--- src/rtl/ps2mct_pkg.sv ---
// ps2mct_pkg: shared widths, codes and types of the PS/2 packet cursor tracker.
// No dependencies; compiled first.
package ps2mct_pkg;

  localparam int POS_BITS_DEF = 12;
  localparam int QUEUE_DEPTH  = 2;

  localparam int BYTE_W     = 8;
  localparam int XY_W       = 12;
  localparam int LIMIT_W    = 12;
  localparam int DELTA_W    = 9;
  localparam int STATUS_W   = 2;
  localparam int CFG_DATA_W = 32;
  localparam int CFG_ADDR_W = 3;

  // register map, selected by paddr[REG_IDX_BIT]
  localparam int   REG_IDX_BIT = 2;
  localparam logic REG_X_LIMIT = 1'b0;
  localparam logic REG_Y_LIMIT = 1'b1;

  localparam logic [LIMIT_W-1:0] X_LIMIT_RST = 12'd800;
  localparam logic [LIMIT_W-1:0] Y_LIMIT_RST = 12'd600;
  localparam int CUR_X_RST = 400;
  localparam int CUR_Y_RST = 300;

  // first byte bit positions
  localparam int LEFT_BIT  = 0;
  localparam int SYNC_BIT  = 3;
  localparam int XSIGN_BIT = 4;
  localparam int YSIGN_BIT = 5;
  localparam int XOVF_BIT  = 6;
  localparam int YOVF_BIT  = 7;

  // packet_status codes
  localparam logic [STATUS_W-1:0] ST_MOVED     = 2'd0;
  localparam logic [STATUS_W-1:0] ST_OVERFLOW  = 2'd1;
  localparam logic [STATUS_W-1:0] ST_OFFSCREEN = 2'd2;

  // decoded packet handed from front to back
  typedef struct packed {
    logic                      left;
    logic                      ovf;
    logic signed [DELTA_W-1:0] dx;
    logic signed [DELTA_W-1:0] dy;
  } pkt_t;

  typedef struct packed {
    logic [LIMIT_W-1:0] x_limit;
    logic [LIMIT_W-1:0] y_limit;
  } limits_t;

endpackage

--- src/rtl/ps2mct_if.sv ---
// ps2mct_in_if / ps2mct_out_if: valid/ready channels of the tracker.
// Depends on ps2mct_pkg.
interface ps2mct_in_if;
  logic                          valid;
  logic                          ready;
  logic [ps2mct_pkg::BYTE_W-1:0] data_byte;

  modport source (output valid, output data_byte, input ready);
  modport sink   (input valid, input data_byte, output ready);
  modport mon    (input valid, input data_byte, input ready);
endinterface

interface ps2mct_out_if;
  logic                                 valid;
  logic                                 ready;
  logic                                 left_button;
  logic [ps2mct_pkg::XY_W-1:0]          x_position;
  logic [ps2mct_pkg::XY_W-1:0]          y_position;
  logic signed [ps2mct_pkg::DELTA_W-1:0] last_delta_x;
  logic                                 x_moved_negative;
  logic [ps2mct_pkg::STATUS_W-1:0]      packet_status;

  modport source (output valid, output left_button, output x_position, output y_position,
                  output last_delta_x, output x_moved_negative, output packet_status,
                  input ready);
  modport sink   (input valid, input left_button, input x_position, input y_position,
                  input last_delta_x, input x_moved_negative, input packet_status,
                  output ready);
  modport mon    (input valid, input left_button, input x_position, input y_position,
                  input last_delta_x, input x_moved_negative, input packet_status,
                  input ready);
endinterface

--- src/rtl/ps2mct_front.sv ---
// ps2mct_front: byte framer; syncs on the first byte and emits decoded packets.
// Depends on ps2mct_pkg.
module ps2mct_front (
  input  logic                          clk,
  input  logic                          rst_n,
  input  logic                          in_valid,
  output logic                          in_ready,
  input  logic [ps2mct_pkg::BYTE_W-1:0] in_byte,
  output logic                          pkt_push,
  output ps2mct_pkg::pkt_t              pkt,
  input  logic                          q_full
);
  import ps2mct_pkg::*;

  localparam logic [1:0] IDX_FIRST  = 2'd0;
  localparam logic [1:0] IDX_SECOND = 2'd1;
  localparam logic [1:0] IDX_THIRD  = 2'd2;

  logic [1:0]        idx_r, idx_nxt;
  logic [BYTE_W-1:0] first_r, first_nxt;
  logic [BYTE_W-1:0] second_r, second_nxt;
  logic              acc;

  assign in_ready = !q_full;
  assign acc      = in_valid && in_ready;

  always_comb begin
    idx_nxt    = idx_r;
    first_nxt  = first_r;
    second_nxt = second_r;
    pkt_push   = 1'b0;
    if (acc) begin
      unique case (idx_r)
        IDX_SECOND: begin
          second_nxt = in_byte;
          idx_nxt    = IDX_THIRD;
        end
        IDX_THIRD: begin
          idx_nxt  = IDX_FIRST;
          pkt_push = 1'b1;
        end
        default: begin
          // unreachable code 3 behaves as the first-byte slot
          if (in_byte[SYNC_BIT]) begin
            first_nxt = in_byte;
            idx_nxt   = IDX_SECOND;
          end else begin
            idx_nxt = IDX_FIRST;
          end
        end
      endcase
    end
  end

  always_comb begin
    pkt.left = first_r[LEFT_BIT];
    pkt.ovf  = first_r[XOVF_BIT] | first_r[YOVF_BIT];
    pkt.dx   = {first_r[XSIGN_BIT], second_r};
    pkt.dy   = {first_r[YSIGN_BIT], in_byte};
  end

  always_ff @(posedge clk) begin
    if (!rst_n) begin
      idx_r    <= IDX_FIRST;
      first_r  <= '0;
      second_r <= '0;
    end else begin
      idx_r    <= idx_nxt;
      first_r  <= first_nxt;
      second_r <= second_nxt;
    end
  end

endmodule

--- src/rtl/ps2mct_queue.sv ---
// ps2mct_queue: small packet FIFO between framer and cursor stage.
// Depends on ps2mct_pkg.
module ps2mct_queue #(
  parameter int DEPTH = ps2mct_pkg::QUEUE_DEPTH
) (
  input  logic             clk,
  input  logic             rst_n,
  input  logic             push,
  input  ps2mct_pkg::pkt_t push_data,
  output logic             full,
  input  logic             pop,
  output ps2mct_pkg::pkt_t pop_data,
  output logic             not_empty
);
  import ps2mct_pkg::*;

  localparam int PTR_W = $clog2(DEPTH);
  localparam int CNT_W = $clog2(DEPTH + 1);
  localparam logic [PTR_W-1:0] PTR_LAST = PTR_W'(DEPTH - 1);
  localparam logic [CNT_W-1:0] CNT_FULL = CNT_W'(DEPTH);

  pkt_t             mem [DEPTH];
  logic [PTR_W-1:0] wr_ptr_r, rd_ptr_r;
  logic [CNT_W-1:0] cnt_r;
  logic             do_push, do_pop;

  assign full      = (cnt_r == CNT_FULL);
  assign not_empty = (cnt_r != '0);
  assign do_push   = push && !full;
  assign do_pop    = pop && not_empty;
  assign pop_data  = mem[rd_ptr_r];

  always_ff @(posedge clk) begin
    if (do_push) begin
      mem[wr_ptr_r] <= push_data;
    end
  end

  always_ff @(posedge clk) begin
    if (!rst_n) begin
      wr_ptr_r <= '0;
      rd_ptr_r <= '0;
      cnt_r    <= '0;
    end else begin
      if (do_push) begin
        wr_ptr_r <= (wr_ptr_r == PTR_LAST) ? '0 : wr_ptr_r + 1'b1;
      end
      if (do_pop) begin
        rd_ptr_r <= (rd_ptr_r == PTR_LAST) ? '0 : rd_ptr_r + 1'b1;
      end
      if (do_push && !do_pop) begin
        cnt_r <= cnt_r + 1'b1;
      end else if (do_pop && !do_push) begin
        cnt_r <= cnt_r - 1'b1;
      end
    end
  end

endmodule

--- src/rtl/ps2mct_back.sv ---
// ps2mct_back: cursor update, bounds check and result register.
// Depends on ps2mct_pkg.
module ps2mct_back #(
  parameter int POSITION_BITS = ps2mct_pkg::POS_BITS_DEF
) (
  input  logic                                  clk,
  input  logic                                  rst_n,
  input  logic                                  q_valid,
  input  ps2mct_pkg::pkt_t                      q_pkt,
  output logic                                  q_pop,
  input  ps2mct_pkg::limits_t                   lim,
  output logic                                  out_valid,
  input  logic                                  out_ready,
  output logic                                  left_button,
  output logic [ps2mct_pkg::XY_W-1:0]           x_position,
  output logic [ps2mct_pkg::XY_W-1:0]           y_position,
  output logic signed [ps2mct_pkg::DELTA_W-1:0] last_delta_x,
  output logic                                  x_moved_negative,
  output logic [ps2mct_pkg::STATUS_W-1:0]       packet_status
);
  import ps2mct_pkg::*;

  // room for sign plus a carry over the wider of cursor and limit
  localparam int CALC_W = ((POSITION_BITS > LIMIT_W) ? POSITION_BITS : LIMIT_W) + 2;
  localparam logic [CALC_W-1:0] POS_MAX = CALC_W'((1 << POSITION_BITS) - 1);

  logic [POSITION_BITS-1:0] cur_x_r, cur_x_nxt;
  logic [POSITION_BITS-1:0] cur_y_r, cur_y_nxt;
  logic signed [DELTA_W-1:0] dx_r, dx_nxt;

  logic                      out_valid_r;
  logic                      out_left_r;
  logic [XY_W-1:0]           out_x_r, out_y_r;
  logic signed [DELTA_W-1:0] out_dx_r;
  logic [STATUS_W-1:0]       out_st_r, st_nxt;

  logic [CALC_W-1:0] nx, ny, xlim, ylim, x_ext, y_ext;
  logic              x_in, y_in;

  assign q_pop = q_valid && (!out_valid_r || out_ready);

  always_comb begin
    nx   = CALC_W'(cur_x_r) + {{(CALC_W-DELTA_W){q_pkt.dx[DELTA_W-1]}}, q_pkt.dx};
    ny   = CALC_W'(cur_y_r) - {{(CALC_W-DELTA_W){q_pkt.dy[DELTA_W-1]}}, q_pkt.dy};
    xlim = (CALC_W'(lim.x_limit) > POS_MAX) ? POS_MAX : CALC_W'(lim.x_limit);
    ylim = (CALC_W'(lim.y_limit) > POS_MAX) ? POS_MAX : CALC_W'(lim.y_limit);
    x_in = !nx[CALC_W-1] && (nx <= xlim);
    y_in = !ny[CALC_W-1] && (ny <= ylim);

    cur_x_nxt = cur_x_r;
    cur_y_nxt = cur_y_r;
    dx_nxt    = dx_r;
    if (q_pkt.ovf) begin
      st_nxt = ST_OVERFLOW;
    end else begin
      dx_nxt = q_pkt.dx;
      if (x_in && y_in) begin
        cur_x_nxt = nx[POSITION_BITS-1:0];
        cur_y_nxt = ny[POSITION_BITS-1:0];
        st_nxt    = ST_MOVED;
      end else begin
        st_nxt = ST_OFFSCREEN;
      end
    end
    x_ext = CALC_W'(cur_x_nxt);
    y_ext = CALC_W'(cur_y_nxt);
  end

  always_ff @(posedge clk) begin
    if (!rst_n) begin
      cur_x_r     <= POSITION_BITS'(CUR_X_RST);
      cur_y_r     <= POSITION_BITS'(CUR_Y_RST);
      dx_r        <= '0;
      out_valid_r <= 1'b0;
    end else begin
      if (q_pop) begin
        cur_x_r     <= cur_x_nxt;
        cur_y_r     <= cur_y_nxt;
        dx_r        <= dx_nxt;
        out_valid_r <= 1'b1;
      end else if (out_ready) begin
        out_valid_r <= 1'b0;
      end
    end
  end

  always_ff @(posedge clk) begin
    if (q_pop) begin
      out_left_r <= q_pkt.left;
      out_x_r    <= x_ext[XY_W-1:0];
      out_y_r    <= y_ext[XY_W-1:0];
      out_dx_r   <= dx_nxt;
      out_st_r   <= st_nxt;
    end
  end

  assign out_valid        = out_valid_r;
  assign left_button      = out_left_r;
  assign x_position       = out_x_r;
  assign y_position       = out_y_r;
  assign last_delta_x     = out_dx_r;
  assign x_moved_negative = out_dx_r[DELTA_W-1];
  assign packet_status    = out_st_r;

endmodule

--- src/rtl/ps2_mouse_packet_cursor_tracker_core.sv ---
// PS/2 mouse packet cursor tracker: one raw mouse byte is taken per beat on
// in_if; a packet starts on a byte with bit 3 set, other bytes at that point
// are skipped. Each third byte yields exactly one result beat on out_if with
// the left button, the cursor position, the last valid dX and a status code
// (moved, dropped for X/Y overflow, or rejected as off screen; bounds are
// inclusive 0..x_limit and 0..y_limit). The input sustains one byte per clock
// while the queue has room; a result passes through the packet queue entry it
// is decoded into, then the result register it is popped into. The two-entry
// queue fills only while the result side stalls, which lowers in_if.ready.
// x_limit sits at byte address 0 and y_limit at 4 (paddr bit 2 selects; low
// bits ignored), 12 bits each, written by the user only while the block is
// idle; the block itself does not enforce this.
// Depends on ps2mct_pkg, ps2mct_if, ps2mct_front, ps2mct_queue, ps2mct_back.
module ps2_mouse_packet_cursor_tracker_core #(
  parameter int POSITION_BITS = ps2mct_pkg::POS_BITS_DEF
) (
  input  logic                              clk,
  input  logic                              rst_n,
  ps2mct_in_if.sink                         in_if,
  ps2mct_out_if.source                      out_if,
  input  logic                              psel,
  input  logic                              penable,
  input  logic                              pwrite,
  input  logic [ps2mct_pkg::CFG_ADDR_W-1:0] paddr,
  input  logic [ps2mct_pkg::CFG_DATA_W-1:0] pwdata,
  output logic [ps2mct_pkg::CFG_DATA_W-1:0] prdata,
  output logic                              pready
);
  import ps2mct_pkg::*;

  // configuration registers
  logic [LIMIT_W-1:0] x_limit_r, x_limit_nxt;
  logic [LIMIT_W-1:0] y_limit_r, y_limit_nxt;
  logic               cfg_wr;
  limits_t            lim;

  // front -> queue -> back
  logic pkt_push, q_full, q_pop, q_valid;
  pkt_t pkt_in, pkt_out;

  assign pready = 1'b1;
  assign cfg_wr = psel && penable && pwrite && pready;

  always_comb begin
    x_limit_nxt = x_limit_r;
    y_limit_nxt = y_limit_r;
    if (cfg_wr) begin
      unique case (paddr[REG_IDX_BIT])
        REG_X_LIMIT: x_limit_nxt = pwdata[LIMIT_W-1:0];
        REG_Y_LIMIT: y_limit_nxt = pwdata[LIMIT_W-1:0];
        default:     x_limit_nxt = x_limit_r;
      endcase
    end
  end

  always_comb begin
    unique case (paddr[REG_IDX_BIT])
      REG_X_LIMIT: prdata = CFG_DATA_W'(x_limit_r);
      REG_Y_LIMIT: prdata = CFG_DATA_W'(y_limit_r);
      default:     prdata = '0;
    endcase
  end

  always_ff @(posedge clk) begin
    if (!rst_n) begin
      x_limit_r <= X_LIMIT_RST;
      y_limit_r <= Y_LIMIT_RST;
    end else begin
      x_limit_r <= x_limit_nxt;
      y_limit_r <= y_limit_nxt;
    end
  end

  assign lim.x_limit = x_limit_r;
  assign lim.y_limit = y_limit_r;

  // framer: counts bytes and decodes the packet on its third beat
  ps2mct_front u_front (
    .clk      (clk),
    .rst_n    (rst_n),
    .in_valid (in_if.valid),
    .in_ready (in_if.ready),
    .in_byte  (in_if.data_byte),
    .pkt_push (pkt_push),
    .pkt      (pkt_in),
    .q_full   (q_full)
  );

  // decouples the framer from a stalled result side
  ps2mct_queue #(
    .DEPTH (QUEUE_DEPTH)
  ) u_queue (
    .clk       (clk),
    .rst_n     (rst_n),
    .push      (pkt_push),
    .push_data (pkt_in),
    .full      (q_full),
    .pop       (q_pop),
    .pop_data  (pkt_out),
    .not_empty (q_valid)
  );

  // cursor state and the result register
  ps2mct_back #(
    .POSITION_BITS (POSITION_BITS)
  ) u_back (
    .clk              (clk),
    .rst_n            (rst_n),
    .q_valid          (q_valid),
    .q_pkt            (pkt_out),
    .q_pop            (q_pop),
    .lim              (lim),
    .out_valid        (out_if.valid),
    .out_ready        (out_if.ready),
    .left_button      (out_if.left_button),
    .x_position       (out_if.x_position),
    .y_position       (out_if.y_position),
    .last_delta_x     (out_if.last_delta_x),
    .x_moved_negative (out_if.x_moved_negative),
    .packet_status    (out_if.packet_status)
  );

endmodule

--- src/flat_wrapper.sv ---
// flat-port wrapper written by rule: the top's interface ports become plain ports
module ps2_mouse_packet_cursor_tracker_core_flat import ps2mct_pkg::*;
#(
  parameter int POSITION_BITS = ps2mct_pkg::POS_BITS_DEF
)
  (clk, rst_n, psel, penable, pwrite, paddr, pwdata, prdata, pready, in_if_valid, in_if_data_byte, in_if_ready, out_if_valid, out_if_left_button, out_if_x_position, out_if_y_position, out_if_last_delta_x, out_if_x_moved_negative, out_if_packet_status, out_if_ready);
  ps2mct_in_if in_if_i ();
  ps2mct_out_if out_if_i ();
  input  logic clk;
  input  logic rst_n;
  input  logic psel;
  input  logic penable;
  input  logic pwrite;
  input  logic [ps2mct_pkg::CFG_ADDR_W-1:0] paddr;
  input  logic [ps2mct_pkg::CFG_DATA_W-1:0] pwdata;
  output logic [ps2mct_pkg::CFG_DATA_W-1:0] prdata;
  output logic pready;
  input wire logic [$bits(in_if_i.valid)-1:0] in_if_valid;
  input wire logic [$bits(in_if_i.data_byte)-1:0] in_if_data_byte;
  output wire logic [$bits(in_if_i.ready)-1:0] in_if_ready;
  output wire logic [$bits(out_if_i.valid)-1:0] out_if_valid;
  output wire logic [$bits(out_if_i.left_button)-1:0] out_if_left_button;
  output wire logic [$bits(out_if_i.x_position)-1:0] out_if_x_position;
  output wire logic [$bits(out_if_i.y_position)-1:0] out_if_y_position;
  output wire logic [$bits(out_if_i.last_delta_x)-1:0] out_if_last_delta_x;
  output wire logic [$bits(out_if_i.x_moved_negative)-1:0] out_if_x_moved_negative;
  output wire logic [$bits(out_if_i.packet_status)-1:0] out_if_packet_status;
  input wire logic [$bits(out_if_i.ready)-1:0] out_if_ready;
  assign in_if_i.valid = in_if_valid;
  assign in_if_i.data_byte = in_if_data_byte;
  assign in_if_ready = in_if_i.ready;
  assign out_if_valid = out_if_i.valid;
  assign out_if_left_button = out_if_i.left_button;
  assign out_if_x_position = out_if_i.x_position;
  assign out_if_y_position = out_if_i.y_position;
  assign out_if_last_delta_x = out_if_i.last_delta_x;
  assign out_if_x_moved_negative = out_if_i.x_moved_negative;
  assign out_if_packet_status = out_if_i.packet_status;
  assign out_if_i.ready = out_if_ready;
  ps2_mouse_packet_cursor_tracker_core #(.POSITION_BITS(POSITION_BITS)) u_core (.clk(clk), .rst_n(rst_n), .in_if(in_if_i), .out_if(out_if_i), .psel(psel), .penable(penable), .pwrite(pwrite), .paddr(paddr), .pwdata(pwdata), .prdata(prdata), .pready(pready));
endmodule
--- config.mk ---
export PLATFORM = sky130hd
export DESIGN_NAME = ps2_mouse_packet_cursor_tracker_core_flat
export DESIGN_NICKNAME = d
export VERILOG_FILES = /design/src/rtl/ps2mct_pkg.sv /design/src/rtl/ps2mct_if.sv /design/src/rtl/ps2mct_front.sv /design/src/rtl/ps2mct_queue.sv /design/src/rtl/ps2mct_back.sv /design/src/rtl/ps2_mouse_packet_cursor_tracker_core.sv /design/src/flat_wrapper.sv
export SDC_FILE = /design/constraint.sdc
export NUM_CORES = 1
export LEC_CHECK = 0
export ABC_AREA = 1
export BUFFER_PORTS_ARGS = -buffer_cell sky130_fd_sc_hd__buf_4
export CORE_MARGIN = 2
export CORE_UTILIZATION = 40
export DETAILED_ROUTE_END_ITERATION = 10
export HOLD_SLACK_MARGIN = 0.02
export PLACE_DENSITY = 0.71
export RECOVER_POWER = 50
export SLEW_MARGIN = 40
export SYNTH_ARGS = -nofsm -noshare
export SYNTH_HDL_FRONTEND = slang
export SYNTH_SLANG_ARGS = --single-unit
--- constraint.sdc ---
create_clock -name clk -period 3.7 [get_ports clk]
set_input_delay 0.185 -clock clk [delete_from_list [all_inputs] [get_ports clk]]
set_output_delay 0.185 -clock clk [all_outputs]
set_load 0.03 [all_outputs]
## After elaboration in Yosys (flattened, before gate mapping)

Memory sizes are Yosys's and may differ from the RTL's. A register that Yosys moved wholly into a read port is not among the register bits.
Cells that the tools add are included.
Widths: inputs -> output; s select.

| storage, ports and cells | value |
|---|---|
| register bits | 116 |
| memory bits (writable) | 40 |
| input port bits | 50 |
| output and inout port bits | 72 |
| logic and storage cells | 79 |
| memories | 1 |

Memory list:

| memory | words | bits a word | rd ports | clocked after memory_dff | write ports | RTL line | source |
|---|---|---|---|---|---|---|---|
| u_core.u_queue.mem | 2 | 20 | 1 | 1 | 1 | ps2mct_queue.sv:22 | `pkt_t mem [DEPTH];` |

| operators by class | value |
|---|---|
| add/subtract/negate cells | 6 |
| order comparisons | 2 |
| equal/unequal tests | 3 |
| muxes and demuxes | 21 |
| bitwise gates (word level) | 3 |
| reduce and logical (&&, ||, !) cells | 26 |

Operators with widths:

| cell | count |
|---|---|
| $pmux 32 s2 | 1 |
| $mux 12 | 4 |
| $le 14x12->1 | 2 |
| $add 13x9->14 | 1 |
| $sub 13x9->14 | 1 |
| $logic_and 1x1->1 | 11 |
| $mux 1 | 11 |
| $mux 9 | 1 |
| $logic_not 1->1 | 6 |
| $mux 2 | 3 |
| $reduce_and 2->1 | 3 |
| $reduce_bool 2->1 | 3 |
| $eq 2x2->1 const B | 2 |
| $pmux 2 s2 | 1 |
| $reduce_and 3->1 | 1 |
| $add 1x1->1 const B | 2 |
| $add 2x1->2 const B | 1 |
| $eq 2x1->1 const B | 1 |
| $not 1->1 | 2 |
| $reduce_or 2->1 | 1 |
| $sub 2x1->2 const B | 1 |
| $logic_or 1x1->1 | 1 |
| $or 1x1->1 | 1 |

## Longest topological paths before layout

| logic depth | value |
|---|---|
| depth in word-level cells | 9 |
| gate-level depth with buffers | 28 |
| mapped depth without buffers | 25 |

## Cells and area by module

Synthesis repeated with hierarchy kept, for this count alone.

| second synthesis, totals | value |
|---|---|
| cells, all modules | 1,079 |
| area, all modules | 8,698.3 um^2 |

Modules (own cells, without submodules):

| module | instances | cells an instance | area each (um^2) | seq. area each (um^2) |
|---|---|---|---|---|
| ps2mct_back | 1 | 665 | 4,956.0 | 1,761.7 |
| ps2mct_queue | 1 | 99 | 1,689.1 | 1,301.2 |
| ps2_mouse_packet_cursor_tracker_core | 1 | 201 | 1,278.7 | 480.5 |
| ps2mct_front | 1 | 114 | 774.5 | 300.3 |

## Worst setup path after synthesis

Ideal clock, no wire load.

| path | value |
|---|---|
| path type | register -> register |
| from | register with a tool-made name |
| to | register u_core.u_back.out_x_r[4], in the netlist u_core.u_back.x_position[4] (data pin) |
| setup time | 255 ps |
| arrival | 3,654 ps |
| data required time | 3,445 ps |
| setup slack | -209 ps |
| cell stages (with the launch flop) | 23 |
| path buffers | 3 |
| period minus slack after synthesis | 3,909 ps |
| path through | dfxtp_1 -> buf_2 -> buf_2 -> mux2_2 -> ha_1 -> fa_1 -> nand3_1 -> nand2_1 -> a21oi_1 -> nor2_1 -> nor2_1 -> xnor2_1 -> ha_1 -> nand2_1 -> inv_1 -> nand2_1 -> nand2_1 -> nand2_1 -> nand2_1 -> nor2_8 -> buf_4 -> nand3b_1 -> and2_1 |

RTL lines:

| what | RTL line | source |
|---|---|---|
| end signal: assignment | ps2mct_back.sv:90 | `out_x_r <= x_ext[XY_W-1:0];` |
| end: declaration | ps2mct_back.sv:33 | `logic [XY_W-1:0] out_x_r, out_y_r;` |

==> results.py <==
metrics = {
    "pwr": {
        "clkPwrFrac": 0.178,
        "leakage_nw": 4.92,
        "combPwrFrac": 0.569,
        "internal_power_mw": 5.76,
        "p_seq_frac": 0.252,
        "p_switching_mw": 4.22,
        "swShare": 0.423,
        "power_density_nw_per_um2": 926,
        "ir_worst_vdd_uv": 382,
    },
    "placed_design": {
        "dp_hpwl_mm": 13.6,
        "place_congestion": 0.858,
        "post-place-ws_ps": -218,
        "port_buffers": 78,
        "dp_cells": 1346,
    },
    "synth": {
        "synth_edf_count": 76,
        "synth_fa_ha_area_frac": 0.0866,
        "synth_seq_cells": 154,
        "yosys.area.top_type": "edfxtp_1",
        "yosys.area_share.simple": 0.197,
        "synthCells": 963,
        "synthArstFlopShare": 0,
        "synth_most_common_cell": "nand2_1",
        "yosysWarningCount": 0,
        "synth_compound_area_frac": 0.0988,
        "synth.distinct_cells": 34,
        "yosys-top-cells-area": "edfxtp_1, dfxtp_1, nand2_1",
        "synth_common_cells": "nand2_1, inv_1, a21oi_1",
        "synth_mux_area_frac": 0.0251,
        "syn_avg_cell_area_um2": 8.43,
        "yosys.area_share.xor_xnor": 0.0194,
        "yosys.area.top_type_share": 0.281,
        "synth_top_family_by_area": "simple AND/OR/NAND/NOR gates",
        "ys_seq_area_frac": 0.473,
        "synthFlopType": "dfxtp_1",
        "netlist_area_um2": 8120,
    },
    "setup_path": {
        "crit_chain": "mux2_4 > ha_1 > nand2_2 > inv_1 > nand2_2 > nand2_1 > nor2_2 > o21bai_1 > xnor2_1 > inv_1 > ha_4 > nand2_1 > nor2_2 > nand2_1 > nand2_1 > nand2_1 > nand2_1 > nand2_2 > nand2_4 > nor2_8 > nand2_4 > buf_6 > nand2_1 > and2_4",
        "path_common_cell": "nand2_1",
        "worstSetupPathType": "flop to flop",
        "critPathTopFamily": "simple AND/OR/NAND/NOR gates",
        "cp_slowest_cell": "dfxtp_4",
        "critPathCaptureType": "flop",
        "path_max_fanout": 7,
        "worst-path-buf-inv": 3,
        "required_ps": 3900,
        "worst_setup_path_start_kind": "flop",
        "slowest_delay_ps": 410,
        "arrival_ps": 3930,
    },
    "die": {
        "rows": 52,
        "io_pins": 122,
        "start_util": 0.404,
        "die_h_um": 146,
        "core_um2": 20100,
        "die_area_um2": 21500,
        "die_w_um": 146,
    },
    "global_route": {
        "grt.total_usage": 0.181,
        "grt_pass1_wl_mm": 30.6,
        "antenna_found_initial": 0,
        "grt_overflow": 0,
        "grt_max_degree": 79,
        "grt_pass1_vias": 6294,
    },
    "sta": {
        "fmax_ghz": 0.268,
        "setup_viol": 6,
        "fin_worst_skew_ps": 9.69,
        "period_minus_slack_ps": 3730,
        "maxSlewHeadroom": 0.397,
        "tightestPinTransition_ps": 905,
        "setup_slack_ps": -34.3,
        "slew_violations": 0,
        "fin_crit_sh": 1.01,
        "rsz0062_at_grt": "yes",
        "hold_viol": 0,
    },
    "clock_network": {
        "insertion_delay_ps": 440,
        "htree_levels": 4,
        "clockBufferDepth": 2,
        "cts-root-buf": "clkbuf_16",
        "numCtsBuffers": 17,
        "clk_pin_slew_worst_paths_ps": 70,
        "cts_tree": "yes",
        "clock-sinks": 154,
    },
    "detailed_routing": {
        "met2_length_mm": 10.3,
        "wl_met1_mm": 8.37,
        "wire_per_inst_um": 14.4,
        "top_layer": "met4",
        "drcViolationCount": 0,
        "dr.first_iter.drc_count": 433,
        "viasPerCell": 4.91,
        "ant_nets": 0,
        "wirelength_mm": 20.2,
        "wl_met3_mm": 1.07,
        "vias": 6906,
        "firstDrtPassIters": 9,
    },
    "status": {
        "failed_checks": "negative setup slack",
        "run_status": "finished, violations left",
    },
    "flow_run": {
        "max-cap-violations": 0,
    },
    "finish": {
        "antennaDiodeCount": 0,
        "num-nets-final": 1228,
        "area_growth_pct": 32.7,
        "fin_cells": 1406,
        "layout-drive-gt1-share": 0.257,
    },
    "min_path": {
        "hold_path_class": "primary input to flop",
    },
}
-- sequential cells by signal, indices dropped and copies added, names as in the netlist, named ones only --
signal                       flops
u_core.u_queue.mem              40
u_core.u_back.cur_x_r           12
u_core.u_back.cur_y_r           12
u_core.u_back.x_position        12
u_core.u_back.y_position        12
u_core.x_limit_r                12
u_core.y_limit_r                12
u_core.u_back.dx_r               9
u_core.u_back.last_delta_x       9
u_core.u_front.second_r          8
u_core.u_front.first_r           5
u_core.u_back.packet_status      2
u_core.u_front.idx_r             2
u_core.u_queue.cnt_r             2
u_core.u_back.left_button        1
u_core.u_back.out_valid          1
u_core.u_queue.rd_ptr_r          1
u_core.u_queue.wr_ptr_r          1
-- layout by cell type (no fill, tap or decap), types with 9 or more instances in the layout --
master,synthesis,layout
clkbuf_1,22,12
o21ai_0,64,64
edfxtp_1,76,76
clkbuf_16,0,18
ha_4,0,12
nand3_2,1,9
nand2_1,206,182
inv_1,130,129
ha_1,53,38
conb_1,2,21
dfxtp_1,78,77
nand2_2,12,26
buf_4,24,135
nand2_4,1,11
nor2_1,64,57
dlygate4sd3_1,0,15
a21oi_1,83,75
nand3_1,69,60
-- power by group through the flow --
stage	combinational, mW	sequential [mW]	clock, mW
after floorplan	2.81	2.84	0
after global placement	4.67	2.52	0
after detailed placement	4.77	2.52	0
after CTS	4.89	2.49	1.80
after global routing	6.27	2.56	1.88
final	5.68	2.52	1.78
-- layer usage --
metal  up-vias  GRT usage
li1       3434          -
met1      3222      0.212
met2       210      0.323
met3        40     0.0400
met4         0     0.0684
met5         -          0
-- cells by family (layout without fill, tap and decap cells) --
| group | after synthesis | after routing |
|---|---|---|
| AND/OR/NAND/NOR | 373 | 373 |
| buffers and inverters | 185 | 339 |
| AO/OA/AOI/OAI | 157 | 157 |
| flip-flops | 154 | 154 |
| adder cells (fa/ha/maj) | 55 | 55 |
| multiplexers | 19 | 19 |
| XOR/XNOR | 18 | 18 |
| other | 2 | 21 |
-- path summary, 6_finish.rpt --
check	from	endpoint	slack [ps]	cells past startpoint
min	pwdata[1]	u_core.x_limit_r[1]$_SDFFE_PN0P_	40	3
max reg2reg	flop	u_core.u_back.y_position[2]$_DFFE_PP_	-30	24
min reg2reg	u_core.u_front.second_r[0]$_SDFFE_PN0P_	u_core.u_queue.mem[0][9]$_DFFE_PP_	460	0
max	flop	u_core.u_back.y_position[2]$_DFFE_PP_	-30	24
-- worst register-to-register path, cell delays in order, from the launching register on --
cell and delay, ps:
dfxtp_4 410, mux2_4 340, ha_1 320, nand2_2 110, inv_1 60, nand2_2 70, nand2_1 60, nor2_2 160
o21bai_1 120, xnor2_1 320, inv_1 120, ha_4 290, nand2_1 60, nor2_2 100, nand2_1 70, nand2_1 60
nand2_1 40, nand2_1 60, nand2_2 70, nand2_4 80, nor2_8 50, nand2_4 120, buf_6 160, nand2_1 80
and2_4 160
-- final cells by class --
cell class                      count  area, um2
Fill cell                        1761       9330
Multi-Input combinational cell    643       4110
Sequential cell                   154       3850
Timing Repair Buffer              175       1390
Inverter                          132        495
Clock buffer                       17        425
Tap cell                          270        338
Clock inverter                     15        171
-- repair_timing --
| item | 4_1_cts | 5_1_grt |
|---|---|---|
| buffers inserted | 2 | 10 |
| gates cloned | 0 | 1 |
| endpoints found under the setup margin | 49 | 49 |
| gates resized for setup | 6 | 115 |
| pin swaps | 3 | 46 |
| hold buffers | 15 | 0 |
| endpoints found under the hold margin | 25 | 0 |
-- through the flow --
step / hold slack [ps] / area [um2] / setup TNS [ps] / utilization / power [mW]
2_1_floorplan: 284 / 8210 / 0 / - / 5.65
3_3_place_gp: 405 / 9370 / -5570 / 0.466 / 7.19
3_5_place_dp: 408 / 9370 / -7470 / 0.466 / 7.28
4_1_cts: 20.4 / 10200 / -2.54 / 0.505 / 9.18
5_1_grt: 31.2 / 10800 / -7560 / 0.536 / 10.7
6_report: 38.5 / 10800 / -85.3 / 0.536 / 9.98
Power figures use the tool's default switching activity.
